`src/hw/rtl/aer_pkg.sv`:
```
// Shared types and constants of the audio elastic ring buffer.
`default_nettype none

package aer_pkg;

  // Fixed field widths of the stream items
  localparam int SAMPLE_W      = 32;
  localparam int SAMPLE_FIELDS = 4;
  localparam int FILL_W        = 14;
  localparam int CNT_W         = 32;
  localparam int IN_TDATA_W    = SAMPLE_FIELDS * SAMPLE_W;
  // samples, fill level and two counters, padded to whole bytes
  localparam int OUT_BITS      = SAMPLE_FIELDS * SAMPLE_W + FILL_W + 2 * CNT_W;
  localparam int OUT_TDATA_W   = ((OUT_BITS + 7) / 8) * 8;

  // Configuration registers
  localparam int CFG_IDX_W  = 1;
  localparam int CFG_DATA_W = 14;
  localparam int CAP_CFG_W  = 14;
  localparam int CHAN_CFG_W = 3;

  localparam logic [CFG_IDX_W-1:0]  REG_CAPACITY = 1'd0;
  localparam logic [CFG_IDX_W-1:0]  REG_CHANNELS = 1'd1;
  localparam logic [CAP_CFG_W-1:0]  CAP_RESET    = 14'd5760;
  localparam logic [CHAN_CFG_W-1:0] CHAN_RESET   = 3'd2;

  localparam int MIN_CAPACITY = 256;

  // Item kind carried in tuser
  localparam logic KIND_WRITE = 1'b0;
  localparam logic KIND_READ  = 1'b1;

  // Per-item status handed from the control to the result stage
  typedef struct packed {
    logic                     underrun;
    logic                     dropped;
    logic [FILL_W-1:0]        fill;
    logic [CNT_W-1:0]         underrun_total;
    logic [CNT_W-1:0]         dropped_total;
    logic [SAMPLE_FIELDS-1:0] ch_en;
    logic                     last;
  } aer_meta_t;

endpackage

`default_nettype wire

```
`src/hw/rtl/aer_out.sv`:
```
// Result register: holds one item's status, masks the read data, drives the output.
`default_nettype none

module aer_out
  import aer_pkg::*;
#(
  parameter int STORE_CH = 4
) (
  input  wire logic                         clk,
  input  wire logic                         rst_n,
  input  wire logic                         accept,
  input  wire aer_meta_t                    meta_nxt,
  input  wire logic [STORE_CH*SAMPLE_W-1:0] rdata,
  input  wire logic                         out_tready,
  output logic                              in_tready,
  output logic                              out_tvalid,
  output logic      [OUT_TDATA_W-1:0]       out_tdata,
  output logic      [1:0]                   out_tuser,
  output logic                              out_tlast
);

  logic      valid_r;
  aer_meta_t meta_r;
  logic [SAMPLE_FIELDS*SAMPLE_W-1:0] smp;

  // A new item may enter whenever the held result leaves or none is held
  assign in_tready = !valid_r || out_tready;

  always_ff @(posedge clk) begin
    if (!rst_n) begin
      valid_r <= 1'b0;
    end else if (accept) begin
      valid_r <= 1'b1;
    end else if (out_tready) begin
      valid_r <= 1'b0;
    end
  end

  always_ff @(posedge clk) begin
    if (accept) begin
      meta_r <= meta_nxt;
    end
  end

  // Sample words: zero for writes, underruns and channels not in use
  for (genvar c = 0; c < SAMPLE_FIELDS; c++) begin : g_smp
    if (c < STORE_CH) begin : g_used
      assign smp[c*SAMPLE_W +: SAMPLE_W] =
        meta_r.ch_en[c] ? rdata[c*SAMPLE_W +: SAMPLE_W] : '0;
    end else begin : g_none
      assign smp[c*SAMPLE_W +: SAMPLE_W] = '0;
    end
  end

  assign out_tvalid = valid_r;
  assign out_tdata  = OUT_TDATA_W'({meta_r.dropped_total, meta_r.underrun_total,
                                    meta_r.fill, smp});
  assign out_tuser  = {meta_r.dropped, meta_r.underrun};
  assign out_tlast  = meta_r.last;

endmodule

`default_nettype wire

```
`config.mk`:
```
export PLATFORM = sky130hd
export DESIGN_NAME = aer_out
export DESIGN_NICKNAME = d
export VERILOG_FILES = /design/src/hw/rtl/aer_pkg.sv /design/src/hw/rtl/aer_out.sv
export SDC_FILE = /design/constraint.sdc
export NUM_CORES = 1
export LEC_CHECK = 0
export ABC_CLOCK_PERIOD_IN_PS = 1700
export BUFFER_PORTS_ARGS = -buffer_cell sky130_fd_sc_hd__buf_2
export CAP_MARGIN = 10
export CORE_AREA = 2 2 166 168
export DETAILED_ROUTE_END_ITERATION = 8
export DIE_AREA = 0 0 168 170
export GPL_ROUTABILITY_DRIVEN = 1
export PLACE_DENSITY_LB_ADDON = 0.05
export SLEW_MARGIN = 30
export SYNTH_ARGS = -nofsm -noshare
export SYNTH_HDL_FRONTEND = slang
export SYNTH_SLANG_ARGS = --single-unit
```
`constraint.sdc`:
```
create_clock -name clk -period 1.7 [get_ports clk]
set_clock_uncertainty 0.2 [all_clocks]
set_input_delay 0.255 -clock clk [delete_from_list [all_inputs] [get_ports clk]]
set_output_delay 0.255 -clock clk [all_outputs]
set_load 0.02 [all_outputs]
```
==> flow_summary.toml, run 1 <==
[timing]
rsz0062_at_grt = "true"
period_needed_ns = 1.73
finalMaxSlewViolations = 0
finalCritPeriodShare_pct = 102
hold_viol = 0
whs_ns = 0.0511
setup_viol = 26
fin_ws_ns = -0.0274
fmaxAchievable_mhz = 579

[worst_setup_path]
r2r-end = "out_tvalid$_SDFFE_PN0P_"
path_class = "flip-flop to primary output"
startpoint = "meta_r[3]$_DFFE_PP_"
required_ns = 1.24
reg2reg_setup_slack_ns = 0.32
crit_path_end_kind = "primary output"
arrival_ns = 1.27
r2r_cells = 3
crit_path_end = "out_tdata[91]"
crit_path_max_fanout = 14
worstReg2RegStart = "out_tvalid$_SDFFE_PN0P_"
cp-start-kind = "flip-flop"

[clock_tree]
clk_pin_slew_ns = 0.07
clockBufferDepth = 2
root_buffer = "clkbuf_16"
clock_sinks = 86
cts-buffers-inserted = 9
cts_tree = "yes"
htree_num_levels = 3
clk_latency_ns = 0.35

[grt]
grt_antenna_before_repair = 1
grt_pass1_vias = 3804
grt_first_pass_wirelength_mm = 22.7
grt-ovfl-total = 0
grt_max_degree = 42
grt_usage_pct = 10.7

[final_layout]
areaGrowthSynthToFinish_pct = 79.7
final_cells = 1100
utilization_pct = 27.9
multiInputGateArea_um2 = 902
layout.nets = 970
drive_gt1_share_pct = 66.9
num-fill-cells = 2860
final-seq-area_mm2 = 0.00257

[power_and_ir_drop]
finalPower_mw = 6.08
share_comb_of_total_power_pct = 26.0
power_switching_mw = 1.82
switching_share_pct = 29.9
vdd_drop_max_mv = 0.372
power.density_mw_per_mm2 = 819
p_int_mw = 4.26
seqPwrFrac_pct = 42.0
p_leak_nw = 3.62
clkPwrFrac_pct = 32.0

[placed_design]
place_ws_ns = 0.0218
gp_congestion = 0.904
dp_cells = 991
numPortBuffers = 427
dp_hpwl_mm = 13.2

[floorplanning]
die_y_um = 170
pin_count = 430
coreArea_mm2 = 0.0267
num_rows = 60
start_util_pct = 15.5
dieWidth_um = 168
die_area_mm2 = 0.0286

[run]
cap_violations = 0

[route]
viasPerCell = 3.45
drcViolationCount = 0
wl_mm = 16.2
drtIter0Drc = 114
wl_per_cell_um = 14.7
antenna_left = 0
vias = 3796
drtPass1Iterations = 4

[hold_path]
hp-class = "input pin to flip-flop"

[logic_synthesis]
yosysWarnings = 0
synthFlopType = "edfxtp_1"
synth_edf_count = 85
yosysTopAreaCell = "edfxtp_1"
yosys-top-cells-area = "edfxtp_1 62%, buf_4 15%, and2_1 12%"
synthCells = 312
synth_top_cells_by_count = "85 x edfxtp_1, 82 x buf_4, 78 x and2_1"
synth.top_cell.area_share_pct = 61.8
syn_area_mm2 = 0.00413
avgSynthCellArea_um2 = 13.2
yosysMostFrequentCell = "edfxtp_1"
synthArstFlopShare_pct = 0
ys_ff_latch = 86
ys_seq_area_share_pct = 62.2
synth_cell_type_count = 10

[outcome]
status = "complete, but fails checks"
violations = "setup timing"
==> kinds of logic after synthesis <==
kind of cell / share of synthesized area, %
compound gates: 0.182
buf+inv: 16.4
flops: 62.2
other cells: 0.0907
simple gates: 21.0
==> power by group through the flow <==
stage | registers [mW] | logic [mW] | clock network, mW
after global routing | 2.57 | 1.70 | 2.14
after CTS | 2.55 | 1.57 | 2.08
final | 2.55 | 1.58 | 1.94
after detailed placement | 2.62 | 1.35 | 0
after floorplan | 2.60 | 0.880 | 0
after global placement | 2.62 | 1.36 | 0
==> flip-flops by register name (all words and copies together) (netlist names) <==
name,count
out_tlast,1
out_tuser,2
meta_r,4
out_tvalid,1
out_tdata,78
==> worst max-delay path, cell delays in order, from the launching register on <==
cell,delay (ns)
edfxtp_1,0.44
buf_6,0.18
and2_2,0.16
buf_2,0.15
==> cells in the final DEF (no fill, tap or decap) <==
master,synthesis,layout
buf_8,0,1
inv_8,0,3
dfxtp_1,1,1
and2_2,50,46
buf_6,0,20
inv_6,0,1
clkinv_4,0,1
edfxtp_1,85,85
conb_1,1,2
and2_1,78,73
buf_12,0,2
inv_1,1,1
clkbuf_16,0,9
buf_2,0,409
dlygate4sd3_1,0,87
buf_4,82,4
diode_2,0,1
clkinvlp_4,0,2
nand2b_1,1,1
a21boi_0,1,1
and2_4,0,9
==> metal layers <==
layer | global-route usage, % | share of wire, % | vias to the layer above
li1 | - | - | 1818
met1 | 11.4 | 36 | 1746
met2 | 19.4 | 53 | 215
met3 | 3.93 | 9.7 | 17
met4 | 3.52 | 1.6 | 0
met5 | 0 | 0 | -
==> per-stage QoR <==
step                      setup TNS, ns  area, um2
after floorplan                       0       4140
after global placement                0       6080
after detailed placement              0       6080
after CTS                         -1.43       7310
after global routing              -5.07       7430
final                            -0.208       7430
==> final cells by class <==
class                           count  area share (%)
Antenna cell                        1          0.0337
Clock buffer                        9            3.03
Tap cell                          341            5.74
Multi-Input combinational cell    132            12.1
Clock inverter                      7           0.893
Sequential cell                    86            34.6
Inverter                            1          0.0505
Timing Repair Buffer              523            43.5
==> what timing repair did <==
item,CTS,global route
gates cloned,0,0
endpoints found under the hold margin,86,0
setup endpoints to repair,128,128
gates resized for setup,9,39
buffers inserted,5,0
pin swaps,0,0
hold buffers,87,0
==> worst min-delay path by stage <==
stage                      start                       end  slack (ns)  cells after the start
finish                    accept  out_tdata[154]$_DFFE_PP_        0.05                      1
global route              accept  out_tdata[152]$_DFFE_PP_        0.06                      1
CTS                       accept  out_tdata[142]$_DFFE_PP_        0.04                      1
detailed placement  meta_nxt[16]  out_tdata[185]$_DFFE_PP_        0.23                      1
global placement    meta_nxt[58]  out_tdata[163]$_DFFE_PP_        0.23                      1
floorplan            meta_nxt[1]       meta_r[1]$_DFFE_PP_        0.15                      0
Note: power is estimated with default switching activity, not from simulation.
==> run 2: changes to the inputs <==
--- a/config.mk
+++ b/config.mk
@@ -12,6 +12,7 @@
 export DETAILED_ROUTE_END_ITERATION = 8
 export DIE_AREA = 0 0 168 170
 export GPL_ROUTABILITY_DRIVEN = 1
+export HOLD_SLACK_MARGIN = 0.06
 export PLACE_DENSITY_LB_ADDON = 0.05
 export SLEW_MARGIN = 30
 export SYNTH_ARGS = -nofsm -noshare
==> run 2 against run 1 <==
Against the previous run: the run still ends with setup timing left; total power hardly changed; first-iteration DRC count shrank 19%; combinational power is essentially flat; fmax barely moved; register-to-register slack is essentially flat; flip-flop and latch count unchanged; utilization is essentially flat; setup slack barely moved; hold slack improved by 0.17 ns; clock power about the same; routed wire length increased by 0.30%; clock-buffer cell count did not move; critical endpoint unchanged.
==> flow_summary.toml, run 2 (synthesis results as in run 1) <==
[power_and_ir_drop]
vdd_drop_max_mv = 0.372
finalPower_mw = 6.09
power.density_mw_per_mm2 = 818
p_leak_nw = 3.62

[floorplanning]
die_area_mm2 = 0.0286
dieWidth_um = 168
die_y_um = 170
start_util_pct = 15.5
coreArea_mm2 = 0.0267
pin_count = 430
num_rows = 60

[worst_setup_path]
crit_path_end = "out_tdata[91]"
cp_cell_sequence = "buf_6 -> and2_2 -> buf_2"
cp-start-kind = "flip-flop"
crit_cells = 3
worstReg2RegStart = "out_tvalid$_SDFFE_PN0P_"
max_stage_delay_ns = 0.44
arrival_ns = 1.27
startpoint = "meta_r[3]$_DFFE_PP_"
cpLargestDelayFamily = "flip-flops"
cpMaxStageDelayCell = "edfxtp_1"
crit_path_max_fanout = 14
path_class = "flip-flop to primary output"
r2r_cells = 3
required_ns = 1.24
crit_buf_inv = 2
reg2reg_setup_slack_ns = 0.32
crit_path_end_kind = "primary output"
r2r-end = "out_tvalid$_SDFFE_PN0P_"

[final_layout]
areaGrowthSynthToFinish_pct = 80.0
layout.nets = 971
num-fill-cells = 2860
final_area_mm2 = 0.00744
final_cells = 1101
final_common_cell = "buf_2"
largest_reg_flops = 78
drive_gt1_share_pct = 66.8
final_cell_mix = "409 x buf_2, 88 x dlygate4sd3_1, 85 x edfxtp_1, 73 x and2_1, 46 x and2_2"

[clock_tree]
clk_latency_ns = 0.35
clock_sinks = 86
cts-buffers-inserted = 9
cts_tree = "yes"
htree_num_levels = 3
clk_pin_slew_ns = 0.07
root_buffer = "clkbuf_16"
clockBufferDepth = 2

[outcome]
status = "complete, but fails checks"
violations = "setup timing"

[timing]
period_needed_ns = 1.73
setup_viol = 28
finalCritPeriodShare_pct = 102
hold_viol = 0
finalMaxSlewViolations = 0
rsz0062_at_grt = "true"
fin_ws_ns = -0.0274
tns_ns = -0.212
fmaxAchievable_mhz = 579

[placed_design]
gp_congestion = 0.904
numPortBuffers = 427
dp_hpwl_mm = 13.2
dp_cells = 991
place_area_mm2 = 0.00608

[route]
wl_per_cell_um = 14.7
vias = 3803
wl_mm = 16.2
antenna_left = 0
drtPass1Iterations = 4
drcViolationCount = 0
drtIter0Drc = 92
viasPerCell = 3.45

[grt]
grt_usage_pct = 10.7
grt_antenna_before_repair = 1
grt_pass1_vias = 3808
grt_max_degree = 42
grt_first_pass_wirelength_mm = 22.7
grt-ovfl-total = 0

[run]
cap_violations = 0

[hold_path]
hp-class = "input pin to flip-flop"
[run 2: layer usage]
layer  share of wire (%)  track usage, %  wire [um]  vias up
met5                   0               0          0        -
met4                 1.6            3.52        259        0
met3                 9.6            3.93       1550       17
met2                  53            19.5       8550      211
met1                  36            11.4       5840     1754
li1                    -               -          -     1821
[run 2: worst reg2reg max path, stage by stage (launching register included)]
cell and delay [ns]:
dfxtp_1 0.34, nand2b_1 0.07, a21boi_0 0.16, dlygate4sd3_1 0.56
[run 2: worst min path at each step]
stage / from / end / slack [ns] / depth (start not counted)
3_5_place_dp: meta_nxt[16] / out_tdata[185]$_DFFE_PP_ / 0.23 / 1
2_1_floorplan: meta_nxt[1] / meta_r[1]$_DFFE_PP_ / 0.15 / 0
3_3_place_gp: meta_nxt[58] / out_tdata[163]$_DFFE_PP_ / 0.23 / 1
4_1_cts: accept / out_tdata[171]$_DFFE_PP_ / 0.21 / 2
6_report: accept / out_tdata[167]$_DFFE_PP_ / 0.22 / 2
5_1_grt: accept / out_tdata[171]$_DFFE_PP_ / 0.23 / 2
[run 2: timing repair]
action,CTS,global route
setup buffers,5,0
resized for setup,9,39
hold buffers,88,0
hold endpoints to repair,94,0
setup endpoints to repair,128,128
[run 2: layout make-up]
| class | count | area, um2 | area share, % |
|---|---|---|---|
| Antenna cell | 1 | 2.50 | 0.0336 |
| Clock buffer | 9 | 225 | 3.03 |
| Clock inverter | 7 | 66.3 | 0.892 |
| Inverter | 1 | 3.75 | 0.0505 |
| Multi-Input combinational cell | 132 | 902 | 12.1 |
| Sequential cell | 86 | 2570 | 34.6 |
| Tap cell | 341 | 427 | 5.74 |
| Timing Repair Buffer | 524 | 3240 | 43.5 |
[run 2: metrics by stage]
step | utilization (%) | hold slack (ns) | worst slack (ns)
after floorplan | - | 0.154 | 0.478
after global placement | 22.8 | 0.231 | 0.0624
after detailed placement | 22.8 | 0.233 | 0.0218
after CTS | 27.5 | 0.214 | -0.0448
after global routing | 27.9 | 0.228 | -0.0865
final | 27.9 | 0.224 | -0.0274
[run 2: report_power, final]
part	switching, mW	total [mW]	internal [mW]
clock network	0.916	1.95	1.03
registers	0.0404	2.55	2.51
logic	0.868	1.59	0.719
